File: config.mk
export PLATFORM = sky130hd
export DESIGN_NAME = gpd_front
export DESIGN_NICKNAME = d
export VERILOG_FILES = /design/src/rtl/gpd_pkg.sv /design/src/rtl/gpd_front.sv
export SDC_FILE = /design/constraint.sdc
export NUM_CORES = 1
export LEC_CHECK = 0
export BUFFER_PORTS_ARGS = -buffer_cell sky130_fd_sc_hd__buf_2
export CAP_MARGIN = 20
export CORE_UTILIZATION = 40
export DETAILED_ROUTE_END_ITERATION = 16
export PLACE_DENSITY = 0.69
export SLEW_MARGIN = 20
export SYNTH_ARGS = -nofsm -noshare
export SYNTH_HDL_FRONTEND = slang
export SYNTH_SLANG_ARGS = --single-unit
File: constraint.sdc
create_clock -name clk_i -period 2.7 [get_ports clk_i]
set_clock_uncertainty 0.15 [all_clocks]
set_input_delay 0.135 -clock clk_i [delete_from_list [all_inputs] [get_ports clk_i]]
set_output_delay 0.135 -clock clk_i [all_outputs]
set_load 0.01 [all_outputs]
File: src/rtl/gpd_pkg.sv
`timescale 1ns / 1ps
`default_nettype none
// ----------------------------------------------------------------------------
// gpd_pkg
// Shared types and constants of the gradient predictor pixel decoder.
// ----------------------------------------------------------------------------
package gpd_pkg;

  localparam int unsigned GPD_MAX_WIDTH      = 2048;
  localparam int unsigned GPD_COMPONENT_BITS = 8;
  localparam int unsigned GPD_NUM_COMP       = 3;
  localparam int unsigned GPD_CFG_IDX_W      = 3;
  localparam int unsigned GPD_CFG_DATA_W     = 12;

  typedef enum logic [GPD_CFG_IDX_W-1:0] {
    REG_RED_MAX     = 3'd0,
    REG_GREEN_MAX   = 3'd1,
    REG_BLUE_MAX    = 3'd2,
    REG_RED_SHIFT   = 3'd3,
    REG_GREEN_SHIFT = 3'd4,
    REG_BLUE_SHIFT  = 3'd5,
    REG_PACKED_RGB  = 3'd6,
    REG_RECT_WIDTH  = 3'd7
  } gpd_reg_e;

  typedef struct packed {
    logic [7:0]  red_max;
    logic [7:0]  green_max;
    logic [7:0]  blue_max;
    logic [4:0]  red_shift;
    logic [4:0]  green_shift;
    logic [4:0]  blue_shift;
    logic        packed_rgb;
    logic [11:0] rect_width;
  } gpd_cfg_t;

  typedef struct packed {
    logic [31:0] raw_pixel;
    logic        start_of_rect;
  } gpd_in_t;

  typedef struct packed {
    logic [31:0] pixel_out;
    logic [10:0] column;
    logic [15:0] row;
    logic        end_of_row;
  } gpd_out_t;

endpackage : gpd_pkg
`default_nettype wire

File: src/rtl/gpd_front.sv
`timescale 1ns / 1ps
`default_nettype none
// ----------------------------------------------------------------------------
// gpd_front
// Accepts raw pixel words, tracks column and row, and extracts the
// per-component differences.
// ----------------------------------------------------------------------------
module gpd_front
  import gpd_pkg::*;
#(
  parameter int unsigned MAX_WIDTH      = GPD_MAX_WIDTH,
  parameter int unsigned COMPONENT_BITS = GPD_COMPONENT_BITS,
  localparam int unsigned CW = (MAX_WIDTH > 1) ? $clog2(MAX_WIDTH) : 1,
  localparam int unsigned CB = COMPONENT_BITS
) (
  input  wire logic                   clk_i,
  input  wire logic                   rst_ni,
  input  wire gpd_cfg_t               cfg_i,
  input  wire logic                   accept_i,
  input  wire gpd_in_t                in_i,
  output logic [GPD_NUM_COMP*CB-1:0]  diff_o,
  output logic [CW-1:0]               col_o,
  output logic [15:0]                 row_o,
  output logic                        eor_o
);

  logic [CW-1:0] col_q, col_d;
  logic [15:0]   row_q, row_d;
  logic [CW-1:0] last_col;
  logic [31:0]   word;
  logic [CB-1:0] maxv [GPD_NUM_COMP];
  logic [4:0]    shf  [GPD_NUM_COMP];

  always_comb begin
    if (cfg_i.rect_width == 12'd0) begin
      last_col = '0;
    end else if (32'(cfg_i.rect_width) > 32'(MAX_WIDTH)) begin
      last_col = CW'(MAX_WIDTH - 1);
    end else begin
      last_col = CW'(cfg_i.rect_width - 12'd1);
    end
  end

  always_comb begin
    col_o = in_i.start_of_rect ? '0 : col_q;
    row_o = in_i.start_of_rect ? '0 : row_q;
    eor_o = (col_o >= last_col);
    col_d = col_q;
    row_d = row_q;
    if (accept_i) begin
      if (eor_o) begin
        col_d = '0;
        row_d = row_o + 16'd1;
      end else begin
        col_d = col_o + CW'(1);
        row_d = row_o;
      end
    end
  end

  always_comb begin
    word = cfg_i.packed_rgb
         ? {8'h00, in_i.raw_pixel[7:0], in_i.raw_pixel[15:8], in_i.raw_pixel[23:16]}
         : in_i.raw_pixel;
    maxv[0] = CB'(cfg_i.red_max);
    maxv[1] = CB'(cfg_i.green_max);
    maxv[2] = CB'(cfg_i.blue_max);
    shf[0]  = cfg_i.red_shift;
    shf[1]  = cfg_i.green_shift;
    shf[2]  = cfg_i.blue_shift;
    for (int k = 0; k < GPD_NUM_COMP; k++) begin
      diff_o[k*CB +: CB] = CB'(word >> shf[k]) & maxv[k];
    end
  end

  always_ff @(posedge clk_i or negedge rst_ni) begin
    if (!rst_ni) begin
      col_q <= '0;
      row_q <= '0;
    end else begin
      col_q <= col_d;
      row_q <= row_d;
    end
  end

  a_col_bound: assert property (@(posedge clk_i) disable iff (!rst_ni)
    col_q <= CW'(MAX_WIDTH - 1))
    else $error("column counter beyond line store");

  a_eor_wrap: assert property (@(posedge clk_i) disable iff (!rst_ni)
    (accept_i && eor_o) |=> (col_q == '0 && row_q == $past(row_o) + 16'd1))
    else $error("row did not advance after end of row");

  a_idle_hold: assert property (@(posedge clk_i) disable iff (!rst_ni)
    !accept_i |=> ($stable(col_q) && $stable(row_q)))
    else $error("position changed without a beat");

endmodule : gpd_front
`default_nettype wire

==> flow_summary.ini <==
[layout]
drive_gt1_share_pct = 31.52
antenna_cells = 0
fin_util_pct = 50.58
finalNetCount = 1077
syn2layout_area_growth_pct = 23.55
fin_area_sq_mm = 0.008034

[worst_setup_path]
r2r-end = col_q[5]
criticalPathCategory = input port to register
critPathLaunch = cfg_i[7]
path_max_fanout = 7
critPathLaunchType = input port
ff2ff_setup_slack_ns = 0.12
reg2reg_depth = 10
cp-end-kind = register
rr_startpoint = col_q[2]
cp.arrival_ns = 2.93
critPathRequiredTime_ns = 2.75

[global_route]
antenna_found_initial = 0
grt.overflow.total = 0
grtUsageTotal_pct = 24.86
grt_max_degree = 32
grt_pass1_wl_microns = 33650
grt_pass1_vias = 6563

[timing]
max-slew-margin-rel_pct = 28.09
tightest_slew_ns = 1.077
maxSlewViolCount = 0
fin_crit_sh_pct = 106.5
setup_viol = 23
min_period_ns = 2.875
worst_slack_ns = -0.1752
rsz0062_at_grt = true
whs_ns = 0.2080
clock.fmax_mhz = 347.8
finalHoldViolations = 0

[synthesis]
synth_common_cells = nand2_1, mux2i_1, nor2_1
yosys_warnings = 0
syn_area_sq_mm = 0.006502
netlist_instances = 848
syn_nets = 950
syn_avg_cell_area_sq_um = 7.668
synthTopCellsByArea = mux2i_1, dfrtp_1, mux4_2
ys_seq_area_share_pct = 10.39
ys_seq_elements = 27
yosysTopAreaCellShare_pct = 12.93
yosysMostFrequentCell = nand2_1
synth-async-reset-ratio_pct = 100.0
yosysTopAreaCell = mux2i_1
synth_edf_count = 0
synth_ff_type = dfrtp_1
yosys.cell_types.count = 74

[worst_hold_path]
min_to = row_q[12]
hold_path_startpoint = accept_i
min_path_cells = 3
worst_hold_path_type = input port to register

[clock_tree]
insertion_delay_ns = 0.27
h-tree-depth = 1
cts_made_buffers = 3
cts.reportedPaths.clkPinSlew_ns = 0.07
clock_path_buffers = 2
numClockSinks = 27
cts-root-buf = clkbuf_16
cts_tree = yes

[power_and_ir_drop]
cellPowerDensity_mw_per_mm2 = 246.4
p_leak_nw = 3.657
vdd_drop_max_uv = 217.5

[placement]
placed_area_sq_mm = 0.007550
port_buffers = 139
dp_hpwl_microns = 15900
dp_slack_ns = -0.4329
gp_congestion = 0.9268

[routing]
drtPass1Iterations = 5
ant_nets = 0
drc = 0
viasPerCell = 6.205
wirelength_microns = 21970
vias = 7384
drt_iter0_drc = 647
route.detailed.wl_per_inst_microns = 18.46

[floorplan]
fp-row-count = 46
die_y_microns = 129.5
dieArea_sq_mm = 0.01677
start_util_pct = 40.93
die_w_microns = 129.5
ios = 140
coreArea_sq_mm = 0.01589

[run_status]
violations = setup timing
outcome = finished with violations

[flow_run]
max-cap-violations = 0
[routing by layer]
metal  global-route usage, %  share of wire [%]
met3                   2.188                7.6
met4                   5.198                1.7
met1                   34.69                 44
met5                       0                  0
met2                   41.78                 47
[registers in the layout, indices dropped and copies added, names as in the netlist]
name,flops
col_q,11
row_q,16
[final cells by class]
type / count / area, sq um
clock buffers: 3 / 75.07
clock inverters: 1 / 5.005
fillers: 1560 / 7851
inverters: 24 / 97.59
multi-input cells: 715 / 5633
flip-flops and latches: 27 / 675.6
well taps: 216 / 270.3
repair buffers: 202 / 1260
repair inverters: 2 / 17.52
[layout by cell type, fill, tap and decap left out, types with 6 or more instances in the layout]
cell type / count
buf_2: 136
nand2_1: 125
mux2i_1: 84
nor2_1: 58
buf_4: 52
mux2_2: 34
o21ai_0: 34
nor2b_1: 33
mux4_2: 29
dfrtp_1: 27
nand3_1: 25
a21oi_1: 24
inv_1: 18
nor3_1: 16
a31oi_1: 16
o211ai_1: 15
ha_1: 13
and3_1: 11
o221ai_1: 11
nand4_1: 10
xor2_1: 9
nand2b_1: 9
buf_6: 9
a211oi_1: 8
xnor2_1: 7
a22oi_1: 7
o22ai_1: 7
mux4_1: 6
a22o_1: 6
a21o_1: 6
[worst max-delay path by stage]
stage / slack (ns) / to / depth (start not counted)
CTS: -0.11 / eor_o / 13
finish: -0.18 / col_q[5] / 15
detailed placement: -0.43 / row_q[13] / 15
floorplan: -0.20 / row_q[6] / 14
global placement: -0.37 / col_q[9] / 14
global route: -0.37 / col_q[5] / 15
[cells by family (layout without fill, tap and decap cells)]
logic type	after synthesis	count (layout)	share of synthesized area (%)
fa+ha+maj	14	14	2.694
flops	27	27	10.39
simple gates	321	321	23.36
mux	154	154	31.52
buf+inv	106	232	6.735
compound gates	210	210	23.15
xor+xnor	16	16	2.155
[critical path: stages]
cell,delay (ns)
buf_8,0.10
nor4_4,0.28
nand3_1,0.13
or3_4,0.41
or2_4,0.28
a21boi_4,0.15
ha_4,0.20
nor2b_1,0.11
o21ai_1,0.10
a21oi_2,0.14
o21ba_4,0.23
inv_8,0.06
buf_6,0.13
o31ai_1,0.27
a21o_1,0.17
[where the power goes]
part	switching, mW	total, mW	internal (mW)	leakage, nW
Combinational	0.663	1.18	0.514	3.25
Sequential	0.0249	0.450	0.425	0.370
Clock	0.152	0.353	0.201	0.0409
[per-stage QoR]
stage          TNS (ns)  power, mW  std cells
3_5_place_dp     -9.198      1.581       1169
4_1_cts          -1.028      1.938       1187
3_3_place_gp     -7.706      1.571       1169
5_1_grt          -6.123      2.102       1190
2_1_floorplan    -2.159      1.230        848
6_report         -1.421      1.980       1190
[repair_timing]
action,CTS,global route
endpoints found under the hold margin,27,0
hold buffers,1,0
gates resized for setup,22,33
buffers inserted,10,4
setup endpoints to repair,22,29
pin swaps,10,27
gates cloned,3,0
Power figures use the tool's default switching activity.
