===== config.mk =====
export PLATFORM = sky130hd
export DESIGN_NAME = gpd_queue
export DESIGN_NICKNAME = d
export VERILOG_FILES = /design/src/rtl/gpd_queue.sv
export SDC_FILE = /design/constraint.sdc
export NUM_CORES = 1
export LEC_CHECK = 0
export BUFFER_PORTS_ARGS = -buffer_cell sky130_fd_sc_hd__buf_2
export CORE_MARGIN = 4
export CORE_UTILIZATION = 25
export CTS_BUF_LIST = sky130_fd_sc_hd__clkbuf_16
export DETAILED_ROUTE_END_ITERATION = 10
export MAX_ROUTING_LAYER = met4
export PLACE_DENSITY = 0.4
export SYNTH_ARGS = -nofsm -noshare
export SYNTH_HDL_FRONTEND = slang
export SYNTH_SLANG_ARGS = --single-unit

===== constraint.sdc =====
create_clock -name clk_i -period 1.6 [get_ports clk_i]
set_input_delay 0 -clock clk_i [delete_from_list [all_inputs] [get_ports clk_i]]
set_output_delay 0 -clock clk_i [all_outputs]
set_load 0.05 [all_outputs]

===== src/rtl/gpd_queue.sv =====
`timescale 1ns / 1ps
`default_nettype none
// ----------------------------------------------------------------------------
// gpd_queue
// Two-entry first-in first-out buffer with push/full and pop/empty sides.
// ----------------------------------------------------------------------------
module gpd_queue #(
  parameter int unsigned DW = 8
) (
  input  wire logic          clk_i,
  input  wire logic          rst_ni,
  input  wire logic          push_i,
  input  wire logic [DW-1:0] data_i,
  output logic               full_o,
  input  wire logic          pop_i,
  output logic [DW-1:0]      data_o,
  output logic               empty_o
);

  logic [DW-1:0] mem_q [2];
  logic          wr_ptr_q, wr_ptr_d;
  logic          rd_ptr_q, rd_ptr_d;
  logic [1:0]    cnt_q, cnt_d;
  logic          do_push, do_pop;

  assign full_o  = (cnt_q == 2'd2);
  assign empty_o = (cnt_q == 2'd0);
  assign do_push = push_i && !full_o;
  assign do_pop  = pop_i && !empty_o;
  assign data_o  = mem_q[rd_ptr_q];

  always_comb begin
    wr_ptr_d = do_push ? ~wr_ptr_q : wr_ptr_q;
    rd_ptr_d = do_pop ? ~rd_ptr_q : rd_ptr_q;
    cnt_d    = cnt_q;
    if (do_push && !do_pop) begin
      cnt_d = cnt_q + 2'd1;
    end else if (do_pop && !do_push) begin
      cnt_d = cnt_q - 2'd1;
    end
  end

  always_ff @(posedge clk_i or negedge rst_ni) begin
    if (!rst_ni) begin
      wr_ptr_q <= 1'b0;
      rd_ptr_q <= 1'b0;
      cnt_q    <= 2'd0;
    end else begin
      wr_ptr_q <= wr_ptr_d;
      rd_ptr_q <= rd_ptr_d;
      cnt_q    <= cnt_d;
    end
  end

  always_ff @(posedge clk_i) begin
    if (do_push) begin
      mem_q[wr_ptr_q] <= data_i;
    end
  end

  a_cnt_range: assert property (@(posedge clk_i) disable iff (!rst_ni)
    cnt_q != 2'd3)
    else $error("queue count out of range");

  a_ptr_sync: assert property (@(posedge clk_i) disable iff (!rst_ni)
    (cnt_q == 2'd0 || cnt_q == 2'd2) |-> (wr_ptr_q == rd_ptr_q))
    else $error("queue pointers disagree with count");

  a_pop_drains: assert property (@(posedge clk_i) disable iff (!rst_ni)
    (do_pop && !do_push && cnt_q == 2'd1) |=> empty_o)
    else $error("queue not empty after last pop");

endmodule : gpd_queue
`default_nettype wire


==> summary.md, run 1 <==
| Metric | Value |
|---|---|
| Flop pwr share | `0.343` |
| Comb power frac | `0.385` |
| Share of layout cells above drive strength 1 | `0.420` |
| CP required | `1.60 ns` |
| RSZ-0062 raised after global routing | `false` |
| Synth Net Count | `57` |
| Register area share after synthesis | `0.742` |
| Die width | `63.9 um` |
| First-pass GRT wire length | `2260 um` |
| Clock buffer depth | `2` |
| Finished Layout Cells | `125` |
| Slew Viols, Final | `0` |
| Residual DRC count | `0` |
| Hold Crit Depth | `3` |
| HP Class | `in -> reg` |
| Fmax | `0.689 GHz` |
| Slowest-stage cell, CP | `dfrtp_1` |
| Total track usage | `0.0772` |
| CTS tree | `built` |
| Worst stage delay on the critical path | `0.61 ns` |
| R2r startpoint | `cnt_q[0]` |
| Die Area | `4090 um^2` |
| I/O Pins | `22` |
| Syn-to-layout area delta | `48.8%` |
| Hold Path Origin | `pop_i` |
| Worst Path Arrival | `1.45 ns` |
| Cell Rows | `20` |
| R2R cell count | `7` |
| Number of iterations in the first detailed-routing pass | `2` |
| Synth warn | `0` |
| Die height | `63.9 um` |
| Largest net degree at the start of global routing | `13` |
| Post-layout util | `0.384` |
| # setup viols final | `0` |
| Outcome | `finished clean` |
| Pint | `1.55 mW` |
| Setup tns final | `0 ns` |
| I/O Buffers | `21` |
| Power density cells | `2120 nW/um^2` |
| Filler instances | `285` |
| Worst path bufs/invs | `1` |
| Post-route ant nets | `0` |
| Clock sink total | `20` |
| Final min period | `1.45 ns` |
| Grt ovf | `0` |
| Critical-path cell list | `mux2_2 -> buf_2` |
| Initial antenna violation count | `0` |
| Placed instance area | `952 um^2` |
| Leak pwr | `0.482 nW` |
| Final Hold Vio Count | `0` |
| Crit-path max FO | `9` |
| WS Path Type | `reg -> out` |
| Final RePlAce weighted congestion | `0.726` |
| Number of cells on the critical path | `2` |
| Sw Pwr | `0.924 mW` |
| Sequential Area | `582 um^2` |
| Slew @ Worst Pin | `0.445 ns` |
| Fin area | `1160 um^2` |
| Final wirelength | `1330 um` |
| R2R Setup Slk | `0.15 ns` |
| Final period util | `0.907` |
| Fin nets | `95` |
| Dpl hpwl | `940 um` |
| Clock share of power | `0.272` |
| Post-Syn Area | `782 um^2` |
| Worst Clk Skew | `0.00425 ns` |
| Most common cell after layout, fill and taps aside | `buf_2` |
| Routed wire per std cell | `10.6 um` |
| Root buffer cell | `clkbuf_16` |
| Startpoint Class | `flop` |
| DR vias | `466` |
| Most frequent cells in the layout | `buf_2 (21), edfxtp_1 (16), dlygate4sd3_1 (9)` |
| Synth area leader | `edfxtp_1` |
| Area of the multi-input gates | `189 um^2` |
| Synth Instances | `44` |
| Peak VDD IR | `0.000783 V` |
| Ant diodes | `0` |
| CTS Buf Count | `3` |
| Synth top area share | `0.614` |
| Synth cell types | `15` |
| Max-Cap Viols | `0` |
| CP Capture Type | `output port` |
| Vias/cell | `3.73` |
| Inst Count DP | `110` |
| Htree depth | `1` |
| Yosys reg bits | `20` |
| WHS Endpoint | `rd_ptr_q` |
| Core region area | `3030 um^2` |
| CP top delay family | `flip-flops` |
| Vias in the first global route | `511` |
| Worst slew margin | `0.703` |
| R2R Path End | `cnt_q[1]` |
| Starting DRT DRC Count | `10` |
| Avg Synthesized Cell Area | `17.8 um^2` |
| Clock-pin slew on the worst setup and hold paths | `0.05 ns` |
| Clock Latency Late Sink | `0.25 ns` |
| Initial Util | `0.258` |
| Synth top area cells | `edfxtp_1 (61%), dfrtp_1 (13%), mux2_1 (8.6%)` |
| Switching share of power | `0.374` |
[how the worst max path moves through the flow]
stage	slack, ns	from	to
after floorplan	0.21	cnt_q[0]	mem_q[0][0]
after global placement	0.16	cnt_q[0]	cnt_q[1]
after detailed placement	0.13	cnt_q[0]	cnt_q[1]
after CTS	0.11	rd_ptr_q	data_o[5]
after global routing	0.01	cnt_q[0]	cnt_q[1]
final	0.15	rd_ptr_q	data_o[5]
[state kept, by name (all words and copies together) (netlist names)]
register,cells
mem_q,16
cnt_q,2
rd_ptr_q,1
wr_ptr_q,1
[area by class of cell]
cell class	count	area share
Timing Repair Buffer	34	0.194
Clock buffer	3	0.0645
Sequential cell	20	0.500
Inverter	2	0.00645
Multi-Input combinational cell	21	0.162
Clock inverter	1	0.0258
Tap cell	44	0.0473
[worst reg2reg max path, stage by stage, from the launching register on]
cell	delay, ns
dfrtp_2	0.43
nand2b_1	0.19
nand2_2	0.09
inv_1	0.05
ha_1	0.20
xor2_1	0.14
nor2_1	0.13
xor2_1	0.15
[cell families after synthesis]
kind of cell    after synthesis  share of synthesized area
mux                           8                      0.115
compound gates                1                    0.00639
xor+xnor                      5                     0.0656
fa+ha+maj                     1                     0.0160
flops                        20                      0.742
simple gates                  6                     0.0384
buf+inv                       3                     0.0160
[cells in the mapped netlist]
library cell  count
mux2_1            6
o21ai_1           1
xnor2_1           2
xnor2_2           1
and3_1            1
xor2_1            2
nor2_1            3
dfrtp_1           4
nand2b_1          1
nand2_2           1
edfxtp_1         16
ha_1              1
buf_2             1
inv_1             2
mux2_2            2
[power by group through the flow]
stage / clock [mW] / combinational, mW / sequential [mW]
after floorplan: 0 / 0.770 / 0.793
after CTS: 0.693 / 0.941 / 0.851
final: 0.673 / 0.951 / 0.848
after global routing: 0.716 / 1.02 / 0.871
after detailed placement: 0 / 0.921 / 0.861
after global placement: 0 / 0.925 / 0.855
[layer usage]
| layer | vias to the layer above | part of all wire | global-route usage |
|---|---|---|---|
| met5 | - | 0 | - |
| met4 | 0 | 0.022 | 0.0485 |
| met3 | 4 | 0.052 | 0.0246 |
| met2 | 13 | 0.51 | 0.125 |
| met1 | 217 | 0.42 | 0.0810 |
| li1 | 232 | - | - |
[what timing repair did]
action / in CTS / in global routing
setup buffers: 0 / 2
endpoints found under the setup margin: 0 / 1
hold buffers: 9 / 0
endpoints found under the hold margin: 20 / 0
gates resized for setup: 0 / 1
[stage by stage]
stage / worst slack [ns] / power, mW / hold slack (ns)
6_report: 0.148 / 2.47 / 0.0803
5_1_grt: 0.0114 / 2.61 / 0.0969
4_1_cts: 0.113 / 2.49 / 0.0382
3_5_place_dp: 0.131 / 1.78 / -0.187
3_3_place_gp: 0.163 / 1.78 / -0.184
2_1_floorplan: 0.208 / 1.56 / -0.296
(Power assumes the default switching activity.)
==> run 2: changes to the inputs <==
- clock period: 1.6 -> 1.7 ns (I/O delays scaled with it)
==> summary.md, run 2 (same netlist as run 1, synthesis figures left out) <==
| Metric | Value |
|---|---|
| Most frequent cells in the layout | `buf_2 (21), edfxtp_1 (16), dlygate4sd3_1 (9)` |
| Worst Path Arrival | `1.64 ns` |
| Worst path bufs/invs | `1` |
| R2R Setup Slk | `0.23 ns` |
| Startpoint Class | `flop` |
| Max reg flops | `16` |
| Flop pwr share | `0.371` |
| Switching share of power | `0.400` |
| Clock-pin slew on the worst setup and hold paths | `0.05 ns` |
| First-pass GRT wire length | `2220 um` |
| Slew @ Worst Pin | `0.425 ns` |
| Grt ovf | `0` |
| I/O Buffers | `21` |
| Dpl hpwl | `970 um` |
| Filler instances | `297` |
| # setup viols final | `0` |
| Die height | `63.9 um` |
| Vias in the first global route | `488` |
| Power density cells | `1910 nW/um^2` |
| Routed wire per std cell | `11.0 um` |
| Clock sink total | `20` |
| Slew Viols, Final | `0` |
| Initial Util | `0.258` |
| Clock share of power | `0.221` |
| Residual DRC count | `0` |
| Sw Pwr | `0.856 mW` |
| Setup tns final | `0 ns` |
| Syn-to-layout area delta | `43.4%` |
| Cell Rows | `20` |
| Most common cell after layout, fill and taps aside | `buf_2` |
| CTS Buf Count | `3` |
| Postcts setup bufs | `0` |
| Slowest-stage cell, CP | `dfrtp_1` |
| Leak pwr | `0.461 nW` |
| Worst stage delay on the critical path | `0.42 ns` |
| DR vias | `437` |
| Ant diodes | `0` |
| Final Hold Vio Count | `0` |
| Comb power frac | `0.407` |
| I/O Pins | `22` |
| Final worst slack | `0.234 ns` |
| Die width | `63.9 um` |
| Clock Latency Late Sink | `0.25 ns` |
| Final RePlAce weighted congestion | `0.714` |
| Initial antenna violation count | `0` |
| Final wirelength | `1360 um` |
| Worst Clk Skew | `0.00266 ns` |
| CP required | `1.87 ns` |
| Peak VDD IR | `0.000555 V` |
| CP Capture Type | `flop` |
| Outcome | `finished clean` |
| Clock buffer depth | `2` |
| Max-Cap Viols | `0` |
| WS Path Type | `reg -> reg` |
| Fin nets | `93` |
| Final min period | `1.47 ns` |
| Largest net degree at the start of global routing | `12` |
| HP Class | `in -> reg` |
| Number of iterations in the first detailed-routing pass | `4` |
| CP top delay family | `simple AND/OR/NAND/NOR gates` |
| Crit-path max FO | `5` |
| Share of layout cells above drive strength 1 | `0.380` |
| Pint | `1.28 mW` |
| CTS tree | `built` |
| RSZ-0062 raised after global routing | `false` |
| Worst slew margin | `0.717` |
| Total track usage | `0.0730` |
| Largest register by flop count | `mem_q` |
| Placement Setup Slack | `0.217 ns` |
| Post-route ant nets | `0` |
| Root buffer cell | `clkbuf_16` |
| Die Area | `4090 um^2` |
| Final period util | `0.862` |
| Starting DRT DRC Count | `17` |
| Htree depth | `1` |
| Vias/cell | `3.55` |
| Fmax | `0.682 GHz` |
| Core region area | `3030 um^2` |
| Regs by FF count | `mem_q: 16 flops, cnt_q: 2 flops` |
| Critical-path cell list | `nand2b_1 -> nand2_2 -> inv_1 -> ha_1 -> nor2_1 -> xor2_1` |
-- run 2: routing by layer --
metal,share of wire,GRT usage
met5,0,-
met4,0.0029,0.0243
met3,0.057,0.0246
met2,0.50,0.119
met1,0.43,0.0843
-- run 2: worst reg2reg max path, delay by kind of cell (launching register included) --
kind / cells / cell delay (ns)
AND/OR/NAND/NOR: 3 / 0.46
flip-flops: 1 / 0.42
adder cells (fa/ha/maj): 1 / 0.31
XOR/XNOR: 1 / 0.15
buffers and inverters: 1 / 0.05
-- run 2: stage by stage --
step	util	power [mW]	instances	hold slack [ns]	area, um^2
final	0.370	2.14	123	0.0484	1120
after global routing	0.370	2.26	123	0.0672	1120
after CTS	0.370	2.18	123	0.0478	1120
after detailed placement	0.314	1.68	110	-0.189	952
after global placement	0.314	1.68	110	-0.184	952
after floorplan	-	1.47	44	-0.296	782
-- run 2: worst paths after layout --
kind / to / cells after the start / startpoint
setup / recovery: cnt_q[1] / 6 / cnt_q[0]
hold / removal: wr_ptr_q / 3 / push_i
setup reg to reg: cnt_q[1] / 6 / cnt_q[0]
hold reg to reg: wr_ptr_q / 1 / wr_ptr_q
max in group asynchronous: wr_ptr_q / 2 / rst_ni
min in group asynchronous: cnt_q[0] / 2 / rst_ni
-- run 2: area by class of cell --
type,count,area [um^2],area share
Multi-Input combinational cell,21,189,0.169
Sequential cell,20,581,0.518
Tap cell,44,55.1,0.0491
Clock buffer,3,75.1,0.0670
Clock inverter,1,3.75,0.00335
Inverter,2,7.51,0.00670
Timing Repair Buffer,32,210,0.187
-- run 2: timing repair --
action / 4_1_cts / 5_1_grt
hold buffers: 9 / 0
endpoints found under the setup margin: 0 / 0
gates resized for setup: 0 / 0
hold endpoints to repair: 20 / 0
-- run 2: power groups by stage --
stage / clock network [mW] / logic, mW / registers, mW
2_1_floorplan: 0 / 0.724 / 0.746
3_3_place_gp: 0 / 0.871 / 0.805
3_5_place_dp: 0 / 0.872 / 0.809
4_1_cts: 0.488 / 0.889 / 0.801
5_1_grt: 0.507 / 0.939 / 0.816
6_report: 0.474 / 0.872 / 0.795
